File: config.mk
export PLATFORM = sky130hd
export DESIGN_NAME = wiper_sweep_controller_unit_flat
export DESIGN_NICKNAME = d
export VERILOG_FILES = /design/src/hw/rtl/wsc_pkg.sv /design/src/hw/rtl/wsc_if.sv /design/src/hw/rtl/wsc_cfg.sv /design/src/hw/rtl/wsc_core.sv /design/src/hw/rtl/wiper_sweep_controller_unit.sv /design/src/flat_wrapper.sv
export SDC_FILE = /design/constraint.sdc
export NUM_CORES = 1
export LEC_CHECK = 0
export BUFFER_PORTS_ARGS = -buffer_cell sky130_fd_sc_hd__buf_2
export CAP_MARGIN = 20
export CORE_MARGIN = 2
export CORE_UTILIZATION = 56
export DETAILED_ROUTE_END_ITERATION = 10
export GPL_ROUTABILITY_DRIVEN = 1
export PLACE_DENSITY = 0.87
export SYNTH_ARGS = -nofsm -noshare
export SYNTH_HDL_FRONTEND = slang
export SYNTH_SLANG_ARGS = --single-unit
File: constraint.sdc
create_clock -name clk -period 4.95 [get_ports clk]
set_clock_uncertainty 0.2 [all_clocks]
set_input_delay 0.495 -clock clk [delete_from_list [all_inputs] [get_ports clk]]
set_output_delay 0.495 -clock clk [all_outputs]
set_load 0.01 [all_outputs]
File: src/hw/rtl/wsc_pkg.sv
// wiper sweep controller package: request and mode codes, thresholds,
// config and status structs shared by every module of the block
`timescale 1ns / 1ps

package wsc_pkg;

  localparam int SAMPLE_W = 12;
  localparam int ANGLE_W  = 8;
  localparam int CFG_IDX_W  = 3;
  localparam int CFG_DATA_W = 12;

  // request codes
  localparam logic [2:0] REQ_TICK  = 3'd0;
  localparam logic [2:0] REQ_JOY_X = 3'd1;
  localparam logic [2:0] REQ_JOY_Y = 3'd2;
  localparam logic [2:0] REQ_RAIN  = 3'd3;
  localparam logic [2:0] REQ_STOP  = 3'd4;

  // wiper modes
  localparam logic [2:0] MODE_STOP = 3'd0;
  localparam logic [2:0] MODE_LOW  = 3'd1;
  localparam logic [2:0] MODE_MID  = 3'd2;
  localparam logic [2:0] MODE_HIGH = 3'd3;
  localparam logic [2:0] MODE_AUTO = 3'd4;

  // rain windows
  localparam logic [1:0] WIN_DRY   = 2'd0;
  localparam logic [1:0] WIN_LIGHT = 2'd1;
  localparam logic [1:0] WIN_MID   = 2'd2;
  localparam logic [1:0] WIN_HEAVY = 2'd3;

  // config register indexes
  localparam logic [CFG_IDX_W-1:0] CFG_DRY_MAX     = 3'd0;
  localparam logic [CFG_IDX_W-1:0] CFG_LOW_MIN     = 3'd1;
  localparam logic [CFG_IDX_W-1:0] CFG_LOW_MAX     = 3'd2;
  localparam logic [CFG_IDX_W-1:0] CFG_MID_MIN     = 3'd3;
  localparam logic [CFG_IDX_W-1:0] CFG_MID_MAX     = 3'd4;
  localparam logic [CFG_IDX_W-1:0] CFG_HEAVY_MIN   = 3'd5;
  localparam logic [CFG_IDX_W-1:0] CFG_HEAVY_MAX   = 3'd6;
  localparam logic [CFG_IDX_W-1:0] CFG_SWEEP_LIMIT = 3'd7;

  localparam logic [SAMPLE_W-1:0] JOY_HIGH = 12'd2500;
  localparam logic [SAMPLE_W-1:0] JOY_LOW  = 12'd1500;

  localparam logic [ANGLE_W-1:0] STEP_LOW   = 8'd4;
  localparam logic [ANGLE_W-1:0] STEP_MID   = 8'd7;
  localparam logic [ANGLE_W-1:0] STEP_HIGH  = 8'd9;
  localparam logic [ANGLE_W-1:0] ANGLE_SAT  = 8'd255;

  typedef struct packed {
    logic [SAMPLE_W-1:0] dry_max;
    logic [SAMPLE_W-1:0] low_min;
    logic [SAMPLE_W-1:0] low_max;
    logic [SAMPLE_W-1:0] mid_min;
    logic [SAMPLE_W-1:0] mid_max;
    logic [SAMPLE_W-1:0] heavy_min;
    logic [SAMPLE_W-1:0] heavy_max;
    logic [ANGLE_W-1:0]  sweep_limit;
  } cfg_t;

  typedef struct packed {
    logic [ANGLE_W-1:0] angle;
    logic [2:0]         mode;
    logic [1:0]         level;
    logic               working;
    logic               down;
  } status_t;

endpackage

File: src/hw/rtl/wsc_if.sv
// request and result channel interfaces of the wiper sweep controller
// depends on wsc_pkg for field widths
`timescale 1ns / 1ps

interface wsc_req_if;
  import wsc_pkg::*;
  logic                valid;
  logic                ready;
  logic [2:0]          req_type;
  logic [SAMPLE_W-1:0] sample;
  modport source (output valid, req_type, sample, input ready);
  modport sink (input valid, req_type, sample, output ready);
endinterface

interface wsc_res_if;
  import wsc_pkg::*;
  logic               valid;
  logic               ready;
  logic [ANGLE_W-1:0] servo_angle;
  logic [2:0]         wiper_mode;
  logic [1:0]         rain_level;
  logic               sweeping;
  logic               sweep_down;
  modport source (output valid, servo_angle, wiper_mode, rain_level, sweeping, sweep_down,
                  input ready);
  modport sink (input valid, servo_angle, wiper_mode, rain_level, sweeping, sweep_down,
                output ready);
endinterface

File: src/hw/rtl/wsc_cfg.sv
// configuration register file: rain windows and sweep limit
// depends on wsc_pkg
`timescale 1ns / 1ps

module wsc_cfg
  import wsc_pkg::*;
(
  input  logic                  clk,
  input  logic                  rst,
  input  logic                  cfg_we,
  input  logic [CFG_IDX_W-1:0]  cfg_index,
  input  logic [CFG_DATA_W-1:0] cfg_data,
  output cfg_t                  cfg
);

  always_ff @(posedge clk) begin
    if (rst) begin
      cfg.dry_max     <= 12'd400;
      cfg.low_min     <= 12'd600;
      cfg.low_max     <= 12'd900;
      cfg.mid_min     <= 12'd1200;
      cfg.mid_max     <= 12'd1500;
      cfg.heavy_min   <= 12'd1800;
      cfg.heavy_max   <= 12'd2100;
      cfg.sweep_limit <= 8'd180;
    end else if (cfg_we) begin
      case (cfg_index)
        CFG_DRY_MAX:     cfg.dry_max     <= cfg_data;
        CFG_LOW_MIN:     cfg.low_min     <= cfg_data;
        CFG_LOW_MAX:     cfg.low_max     <= cfg_data;
        CFG_MID_MIN:     cfg.mid_min     <= cfg_data;
        CFG_MID_MAX:     cfg.mid_max     <= cfg_data;
        CFG_HEAVY_MIN:   cfg.heavy_min   <= cfg_data;
        CFG_HEAVY_MAX:   cfg.heavy_max   <= cfg_data;
        CFG_SWEEP_LIMIT: cfg.sweep_limit <= cfg_data[ANGLE_W-1:0];
        default: ;
      endcase
    end
  end

endmodule

File: src/hw/rtl/wsc_core.sv
// controller state and single-pass next-state logic for one request
// depends on wsc_pkg
`timescale 1ns / 1ps

module wsc_core
  import wsc_pkg::*;
(
  input  logic                clk,
  input  logic                rst,
  input  logic                fire,
  input  logic [2:0]          req_type,
  input  logic [SAMPLE_W-1:0] sample,
  input  cfg_t                cfg,
  output status_t             st_next
);

  status_t             st;
  logic [SAMPLE_W-1:0] last_x;
  logic [SAMPLE_W-1:0] last_y;
  logic                x_seen;
  logic                y_seen;

  logic [SAMPLE_W-1:0] last_x_next;
  logic [SAMPLE_W-1:0] last_y_next;
  logic                x_seen_next;
  logic                y_seen_next;

  always_comb begin
    logic [1:0]         sel;
    logic [ANGLE_W-1:0] base;
    logic [ANGLE_W-1:0] step;
    logic [ANGLE_W:0]   sum;
    logic [1:0]         win;
    logic               win_hit;

    st_next     = st;
    last_x_next = last_x;
    last_y_next = last_y;
    x_seen_next = x_seen;
    y_seen_next = y_seen;
    sel     = st.mode[1:0] + st.level;
    base    = (sel == 2'd0) ? '0 : st.angle;
    step    = '0;
    sum     = '0;
    win     = WIN_DRY;
    win_hit = 1'b0;

    case (req_type)
      REQ_TICK: begin
        st_next.angle = base;
        if (st.working) begin
          case (sel)
            2'd1:    step = STEP_LOW;
            2'd2:    step = STEP_MID;
            2'd3:    step = STEP_HIGH;
            default: step = '0;
          endcase
          if (st.down) begin
            st_next.angle = (base >= step) ? base - step : '0;
          end else begin
            sum = {1'b0, base} + {1'b0, step};
            st_next.angle = sum[ANGLE_W] ? ANGLE_SAT : sum[ANGLE_W-1:0];
          end
          if (st_next.angle >= cfg.sweep_limit) begin
            st_next.down = 1'b1;
          end else if (st_next.angle == '0) begin
            st_next.down = 1'b0;
          end
        end
      end
      REQ_JOY_X: begin
        if (st.mode != MODE_AUTO && !(x_seen && sample == last_x)) begin
          if (sample > JOY_HIGH) begin
            st_next.mode    = MODE_HIGH;
            st_next.working = 1'b1;
          end else if (sample < JOY_LOW) begin
            st_next.mode = MODE_AUTO;
          end
          last_x_next = sample;
          x_seen_next = 1'b1;
        end
      end
      REQ_JOY_Y: begin
        if (st.mode != MODE_AUTO && !(y_seen && sample == last_y)) begin
          if (sample > JOY_HIGH) begin
            st_next.mode    = MODE_MID;
            st_next.working = 1'b1;
          end else if (sample < JOY_LOW) begin
            st_next.mode    = MODE_LOW;
            st_next.working = 1'b1;
          end
          last_y_next = sample;
          y_seen_next = 1'b1;
        end
      end
      REQ_RAIN: begin
        if (st.mode == MODE_AUTO) begin
          if (sample <= cfg.dry_max) begin
            win_hit = 1'b1;
            win     = WIN_DRY;
          end else if (sample >= cfg.low_min && sample <= cfg.low_max) begin
            win_hit = 1'b1;
            win     = WIN_LIGHT;
          end else if (sample >= cfg.mid_min && sample <= cfg.mid_max) begin
            win_hit = 1'b1;
            win     = WIN_MID;
          end else if (sample >= cfg.heavy_min && sample <= cfg.heavy_max) begin
            win_hit = 1'b1;
            win     = WIN_HEAVY;
          end
          // level doubles as the last window, gaps hold the previous level
          if (win_hit && win != st.level) begin
            st_next.level   = win;
            st_next.working = (win != WIN_DRY);
          end
        end
      end
      REQ_STOP: begin
        st_next.mode    = MODE_STOP;
        st_next.working = 1'b0;
      end
      default: ;
    endcase
  end

  always_ff @(posedge clk) begin
    if (rst) begin
      st     <= '0;
      x_seen <= 1'b0;
      y_seen <= 1'b0;
    end else if (fire) begin
      st     <= st_next;
      x_seen <= x_seen_next;
      y_seen <= y_seen_next;
    end
  end

  always_ff @(posedge clk) begin
    if (fire) begin
      last_x <= last_x_next;
      last_y <= last_y_next;
    end
  end

  a_stop_idle: assert property (@(posedge clk) disable iff (rst)
    st.mode == MODE_STOP |-> !st.working)
    else $error("wiper working while in stop mode");

  a_level_only_rain: assert property (@(posedge clk) disable iff (rst)
    fire && req_type != REQ_RAIN |=> $stable(st.level))
    else $error("rain level changed on a non-rain request");

  a_auto_sticky: assert property (@(posedge clk) disable iff (rst)
    fire && st.mode == MODE_AUTO && req_type != REQ_STOP |=> st.mode == MODE_AUTO)
    else $error("auto mode left without stop request");

  a_hold_idle: assert property (@(posedge clk) disable iff (rst)
    !fire |=> $stable(st))
    else $error("state changed without a request");

endmodule

File: src/hw/rtl/wiper_sweep_controller_unit.sv
// top level of the wiper sweep controller: request register, state core,
// result register; depends on wsc_pkg, wsc_if, wsc_cfg and wsc_core
// an accepted request waits in the request register, then its result is registered in the result register
// throughput: one request per cycle unless the result side stalls, set by the state update in wsc_core
// the request register can take a new request while the previous result waits
// reset: synchronous active-high rst clears channel valids, state and config defaults
`timescale 1ns / 1ps

module wiper_sweep_controller_unit
  import wsc_pkg::*;
(
  input  logic                  clk,
  input  logic                  rst,
  wsc_req_if.sink               req,
  wsc_res_if.source             res,
  input  logic                  cfg_we,
  input  logic [CFG_IDX_W-1:0]  cfg_index,
  input  logic [CFG_DATA_W-1:0] cfg_data
);

  cfg_t                cfg;
  status_t             st_next;
  logic                s1_valid;
  logic [2:0]          s1_type;
  logic [SAMPLE_W-1:0] s1_sample;
  logic                res_valid;
  status_t             res_data;
  logic                advance;

  // request moves into the core when the result register can take it
  assign advance   = s1_valid && (!res_valid || res.ready);
  assign req.ready = !s1_valid || advance;

  wsc_cfg u_cfg (
    .clk       (clk),
    .rst       (rst),
    .cfg_we    (cfg_we),
    .cfg_index (cfg_index),
    .cfg_data  (cfg_data),
    .cfg       (cfg)
  );

  wsc_core u_core (
    .clk      (clk),
    .rst      (rst),
    .fire     (advance),
    .req_type (s1_type),
    .sample   (s1_sample),
    .cfg      (cfg),
    .st_next  (st_next)
  );

  always_ff @(posedge clk) begin
    if (rst) begin
      s1_valid <= 1'b0;
    end else if (req.ready) begin
      s1_valid <= req.valid;
    end
  end

  always_ff @(posedge clk) begin
    if (req.ready && req.valid) begin
      s1_type   <= req.req_type;
      s1_sample <= req.sample;
    end
  end

  always_ff @(posedge clk) begin
    if (rst) begin
      res_valid <= 1'b0;
    end else if (advance) begin
      res_valid <= 1'b1;
    end else if (res.ready) begin
      res_valid <= 1'b0;
    end
  end

  always_ff @(posedge clk) begin
    if (advance) begin
      res_data <= st_next;
    end
  end

  assign res.valid       = res_valid;
  assign res.servo_angle = res_data.angle;
  assign res.wiper_mode  = res_data.mode;
  assign res.rain_level  = res_data.level;
  assign res.sweeping    = res_data.working;
  assign res.sweep_down  = res_data.down;

  a_stall_blocks: assert property (@(posedge clk) disable iff (rst)
    s1_valid && res_valid && !res.ready |-> !req.ready)
    else $error("request taken while both stages are full and stalled");

  a_advance_result: assert property (@(posedge clk) disable iff (rst)
    advance |=> res_valid)
    else $error("processed request produced no result");

  a_accept_fills: assert property (@(posedge clk) disable iff (rst)
    req.valid && req.ready |=> s1_valid)
    else $error("accepted request lost before the core");

endmodule

File: src/flat_wrapper.sv
// flat-port wrapper written by rule: the top's interface ports become plain ports
module wiper_sweep_controller_unit_flat import wsc_pkg::*;
  (clk, rst, cfg_we, cfg_index, cfg_data, req_valid, req_req_type, req_sample, req_ready, res_valid, res_servo_angle, res_wiper_mode, res_rain_level, res_sweeping, res_sweep_down, res_ready);
  wsc_req_if req_i ();
  wsc_res_if res_i ();
  input  logic clk;
  input  logic rst;
  input  logic cfg_we;
  input  logic [CFG_IDX_W-1:0] cfg_index;
  input  logic [CFG_DATA_W-1:0] cfg_data;
  input wire logic [$bits(req_i.valid)-1:0] req_valid;
  input wire logic [$bits(req_i.req_type)-1:0] req_req_type;
  input wire logic [$bits(req_i.sample)-1:0] req_sample;
  output wire logic [$bits(req_i.ready)-1:0] req_ready;
  output wire logic [$bits(res_i.valid)-1:0] res_valid;
  output wire logic [$bits(res_i.servo_angle)-1:0] res_servo_angle;
  output wire logic [$bits(res_i.wiper_mode)-1:0] res_wiper_mode;
  output wire logic [$bits(res_i.rain_level)-1:0] res_rain_level;
  output wire logic [$bits(res_i.sweeping)-1:0] res_sweeping;
  output wire logic [$bits(res_i.sweep_down)-1:0] res_sweep_down;
  input wire logic [$bits(res_i.ready)-1:0] res_ready;
  assign req_i.valid = req_valid;
  assign req_i.req_type = req_req_type;
  assign req_i.sample = req_sample;
  assign req_ready = req_i.ready;
  assign res_valid = res_i.valid;
  assign res_servo_angle = res_i.servo_angle;
  assign res_wiper_mode = res_i.wiper_mode;
  assign res_rain_level = res_i.rain_level;
  assign res_sweeping = res_i.sweeping;
  assign res_sweep_down = res_i.sweep_down;
  assign res_i.ready = res_ready;
  wiper_sweep_controller_unit u_core (.clk(clk), .rst(rst), .req(req_i), .res(res_i), .cfg_we(cfg_we), .cfg_index(cfg_index), .cfg_data(cfg_data));
endmodule
==> results.tsv <==
stage	metric	value	unit
status	status	completed	
timing	Final period util	0.950	
timing	min Tclk post-route	4.70	ns
setup_path	slowest cell delay on critical path	0.44	ns
clocking	Sink Count	165	
timing	max-slew violation count	0	
layout	Register Area	0.00384	mm^2
global_route	vias in the first global route	7621	
timing	f_max	213	MHz
power_and_ir_drop	Tot Pwr	0.00320	W
synthesis	Synth Register Bits	165	
job	max_cap viols	0	
setup_path	reg-to-reg startpoint	u_core.u_core.st[2]	
route	DRC	0	
place	worst slack, placed	-0.0814	ns
clocking	TritonCTS Buffers	17	
hold_path	Hold EP	u_core.s1_sample[2]	
route	DR pass1 iterations	5	
synthesis	register area share after synthesis	0.398	
layout	nets@finish	1296	
clocking	H-tree levels	4	
setup_path	critical path cell sequence	ha_2 > xnor2_2 > xnor2_2 > inv_1 > ha_2 > inv_2 > nand2_2 > inv_2 > ha_4 > inv_1 > ha_1 > a21oi_4 > o21bai_4 > a2111oi_4 > buf_4 > nor4_1 > or3_4 > ha_1 > a21oi_1 > nor2b_1 > o21ai_0 > a21oi_1 > o31ai_1 > o21ai_1	
setup_path	flop2flop setup slack	0.25	ns
place	Placer Congestion	0.890	
layout	final core utilization	0.632	
synthesis	asr flop ratio synth	0	
power_and_ir_drop	Leakage Power	4.51	nW
setup_path	Reg2Reg Depth	24	
floorplanning	Die X	135	um
power_and_ir_drop	Worst VDD drop	0.275	mV
global_route	GRT Total Usage	0.264	
floorplanning	total die area	0.0183	mm^2
route	WL/cell	17.1	um
route	WL final	23.8	mm
clocking	clk_lat worst skew	0.43	ns
global_route	initial antenna violation count	0	
floorplanning	Starting Density	0.566	
route	drt initial violations	611	
synthesis	Mapped Nets	1252	
place	Post-Place Cells	1356	
floorplanning	die height	135	um
clocking	Clk pin slew, worst setup/hold paths	0.07	ns
setup_path	Worst R2R End	u_core.res.sweep_down	
route	vias per std cell	5.81	
synthesis	Mean Syn Cell Area	8.69	um^2
clocking	hold bufs inserted after CTS	0	
global_route	pin count of the biggest net entering global routing	77	
layout	fillers	1404	
timing	final hold viol count	0	
route	DRT antenna net count	0	
timing	Worst Max-Slew Pin Slew	1.05	ns
synthesis	Area contributors post-synth	dfxtp_1 23%, edfxtp_1 17%, ha_1 14%	
setup_path	Crit. End Element	flop	
synthesis	Post-synth EDFFs	54	
setup_path	worst-path fanout max	7	
layout	commonest non-fill, non-tap cell in the layout	nand2_1	
global_route	first-pass GRT wire length	37.4	mm
floorplanning	core area	0.0171	mm^2
power_and_ir_drop	PD cells	297	mW/mm^2
timing	slew margin rel.	0.298	
place	post-DP HPWL	16.3	mm
synthesis	post-synth top area share	0.230	
layout	footprint of the multi-input gates	0.00522	mm^2
layout	layout cell share with drive strength beyond 1	0.118	
synthesis	cells after synthesis	1111	
timing	# setup viols final	0	
hold_path	Hold Crit Class	input port to flop	
layout	antenna cells	0	
floorplanning	# IOs	52	
layout	Finished Layout Cells	1393	
synthesis	post-synth top area cell	dfxtp_1	
hold_path	HP Start	req_sample[2]	
global_route	grt ovf	0	
layout	commonest non-fill, non-tap cells in the layout	184 x nand2_1, 110 x inv_1, 110 x dfxtp_1	
synthesis	yosys warns	0	
route	via count	8098	
synthesis	Syn Std Cell Area	0.00966	mm^2
hold_path	Hold Path Cell Cnt	1	
layout	synth-to-layout area growth	11.5	%
clocking	CTS tree	yes	
clocking	CTS max path bufs	2	
setup_path	kind of critical path	flop to flop	
setup_path	WP data required	4.93	ns
setup_path	CP Launch Type	flop	
synthesis	Netlist cell types	79	
synthesis	Synth Flop Type	dfxtp_1	
floorplanning	Rows	48	
setup_path	CP max-delay cell	a2111oi_4	
setup_path	crit path DAT	4.68	ns
timing	setup ws final	0.246	ns
place	PortBufs	51	
clocking	Root Driver	clkbuf_16	
metrics by stage:
| stage | hold slack (ns) | area (um^2) | TNS, ns |
|---|---|---|---|
| detailed placement | 0.248 | 10100 | -0.158 |
| global route | 0.0178 | 10800 | -0.0138 |
| floorplan | 0.236 | 9660 | 0 |
| CTS | 0.0151 | 10700 | 0 |
| finish | 0.0291 | 10800 | 0 |
| global placement | 0.242 | 10100 | 0 |
power breakdown:
part | internal (W) | total [W] | leakage, nW | switching (W)
logic | 0.000156 | 0.000397 | 2.81 | 0.000240
registers | 0.00144 | 0.00149 | 1.41 | 0.0000471
clock network | 0.000682 | 0.00132 | 0.290 | 0.000636
total | 0.00228 | 0.00320 | 4.51 | 0.000923
how the worst max path moves through the flow:
| stage | startpoint | endpoint | slack, ns |
|---|---|---|---|
| after global placement | u_core.u_core.st[2] | u_core.res.sweep_down | 0.05 |
| after CTS | u_core.u_core.st[2] | u_core.res.sweep_down | 0.02 |
| final | u_core.u_core.st[2] | u_core.res.sweep_down | 0.25 |
| after global routing | u_core.u_core.st[2] | u_core.res.sweep_down | -0.01 |
| after floorplan | u_core.u_core.st[2] | u_core.res.sweep_down | 0.32 |
| after detailed placement | u_core.u_core.st[2] | u_core.res.sweep_down | -0.08 |
worst max-delay path, delay by kind of cell, from the launching register on:
family / cells / cell delay [ns]
fa+ha+maj: 5 / 1.16
flops: 1 / 0.36
xor+xnor: 2 / 0.32
simple gates: 4 / 0.59
buf+inv: 5 / 0.39
compound gates: 8 / 1.41
what timing repair did:
action / 4_1_cts / 5_1_grt
setup buffers: 0 / 5
resized for setup: 3 / 15
pin swaps: 0 / 6
endpoints found under the setup margin: 2 / 2
cells by family (layout without fill, tap and decap cells):
group,after synthesis,in the layout,synth area share
simple gates,389,389,0.183
compound gates,257,257,0.180
flops,165,165,0.398
buf+inv,160,217,0.0692
fa+ha+maj,106,106,0.138
xor+xnor,28,28,0.0254
mux,6,6,0.00648
area by class of cell:
type	instances	area share
multi-input cells	786	0.484
flip-flops and latches	165	0.357
inverters	115	0.0401
clock buffers	17	0.0395
repair buffers	70	0.0372
well taps	225	0.0261
clock inverters	15	0.0160
cells in the mapped netlist, types with 3 or more instances:
cell and instances:
o211ai_1 3, xnor2_1 27, a22o_1 4, a21o_1 18, dfxtp_1 111, o21ai_0 19
nand3_1 15, buf_6 6, nor3_1 21, nand2b_1 16, edfxtp_1 54, o21ai_1 4
nor4_1 6, and2_1 3, a221oi_1 3, clkbuf_1 27, ha_1 105, nor2b_1 14
or2_1 4, o21a_1 7, a31oi_1 6, nand2_1 185, nor2_1 78, a211oi_1 8
clkbuf_2 6, and3_1 7, o22ai_1 5, mux2i_1 4, inv_1 112, o21bai_1 5
buf_2 4, a21oi_1 109, a211o_1 29, nand4_1 20, nand3b_1 9
sequential cells by signal, summed over array words and instances (netlist names), 2 cells and up:
signal and flops:
u_core.res.rain_level 2, u_core.res.servo_angle 8, u_core.res.wiper_mode 3, u_core.s1_sample 12, u_core.s1_type 3, u_core.u_cfg.cfg 92
u_core.u_core.last_x 12, u_core.u_core.last_y 12, u_core.u_core.st 15
per-layer routing:
| layer | track usage | vias up | wire length, um |
|---|---|---|---|
| li1 | - | 3952 | - |
| met1 | 0.322 | 3762 | 9870 |
| met2 | 0.437 | 302 | 11200 |
| met3 | 0.0520 | 82 | 1530 |
| met4 | 0.148 | 0 | 1150 |
| met5 | 0 | - | 0 |
(Power assumes the default switching activity.)
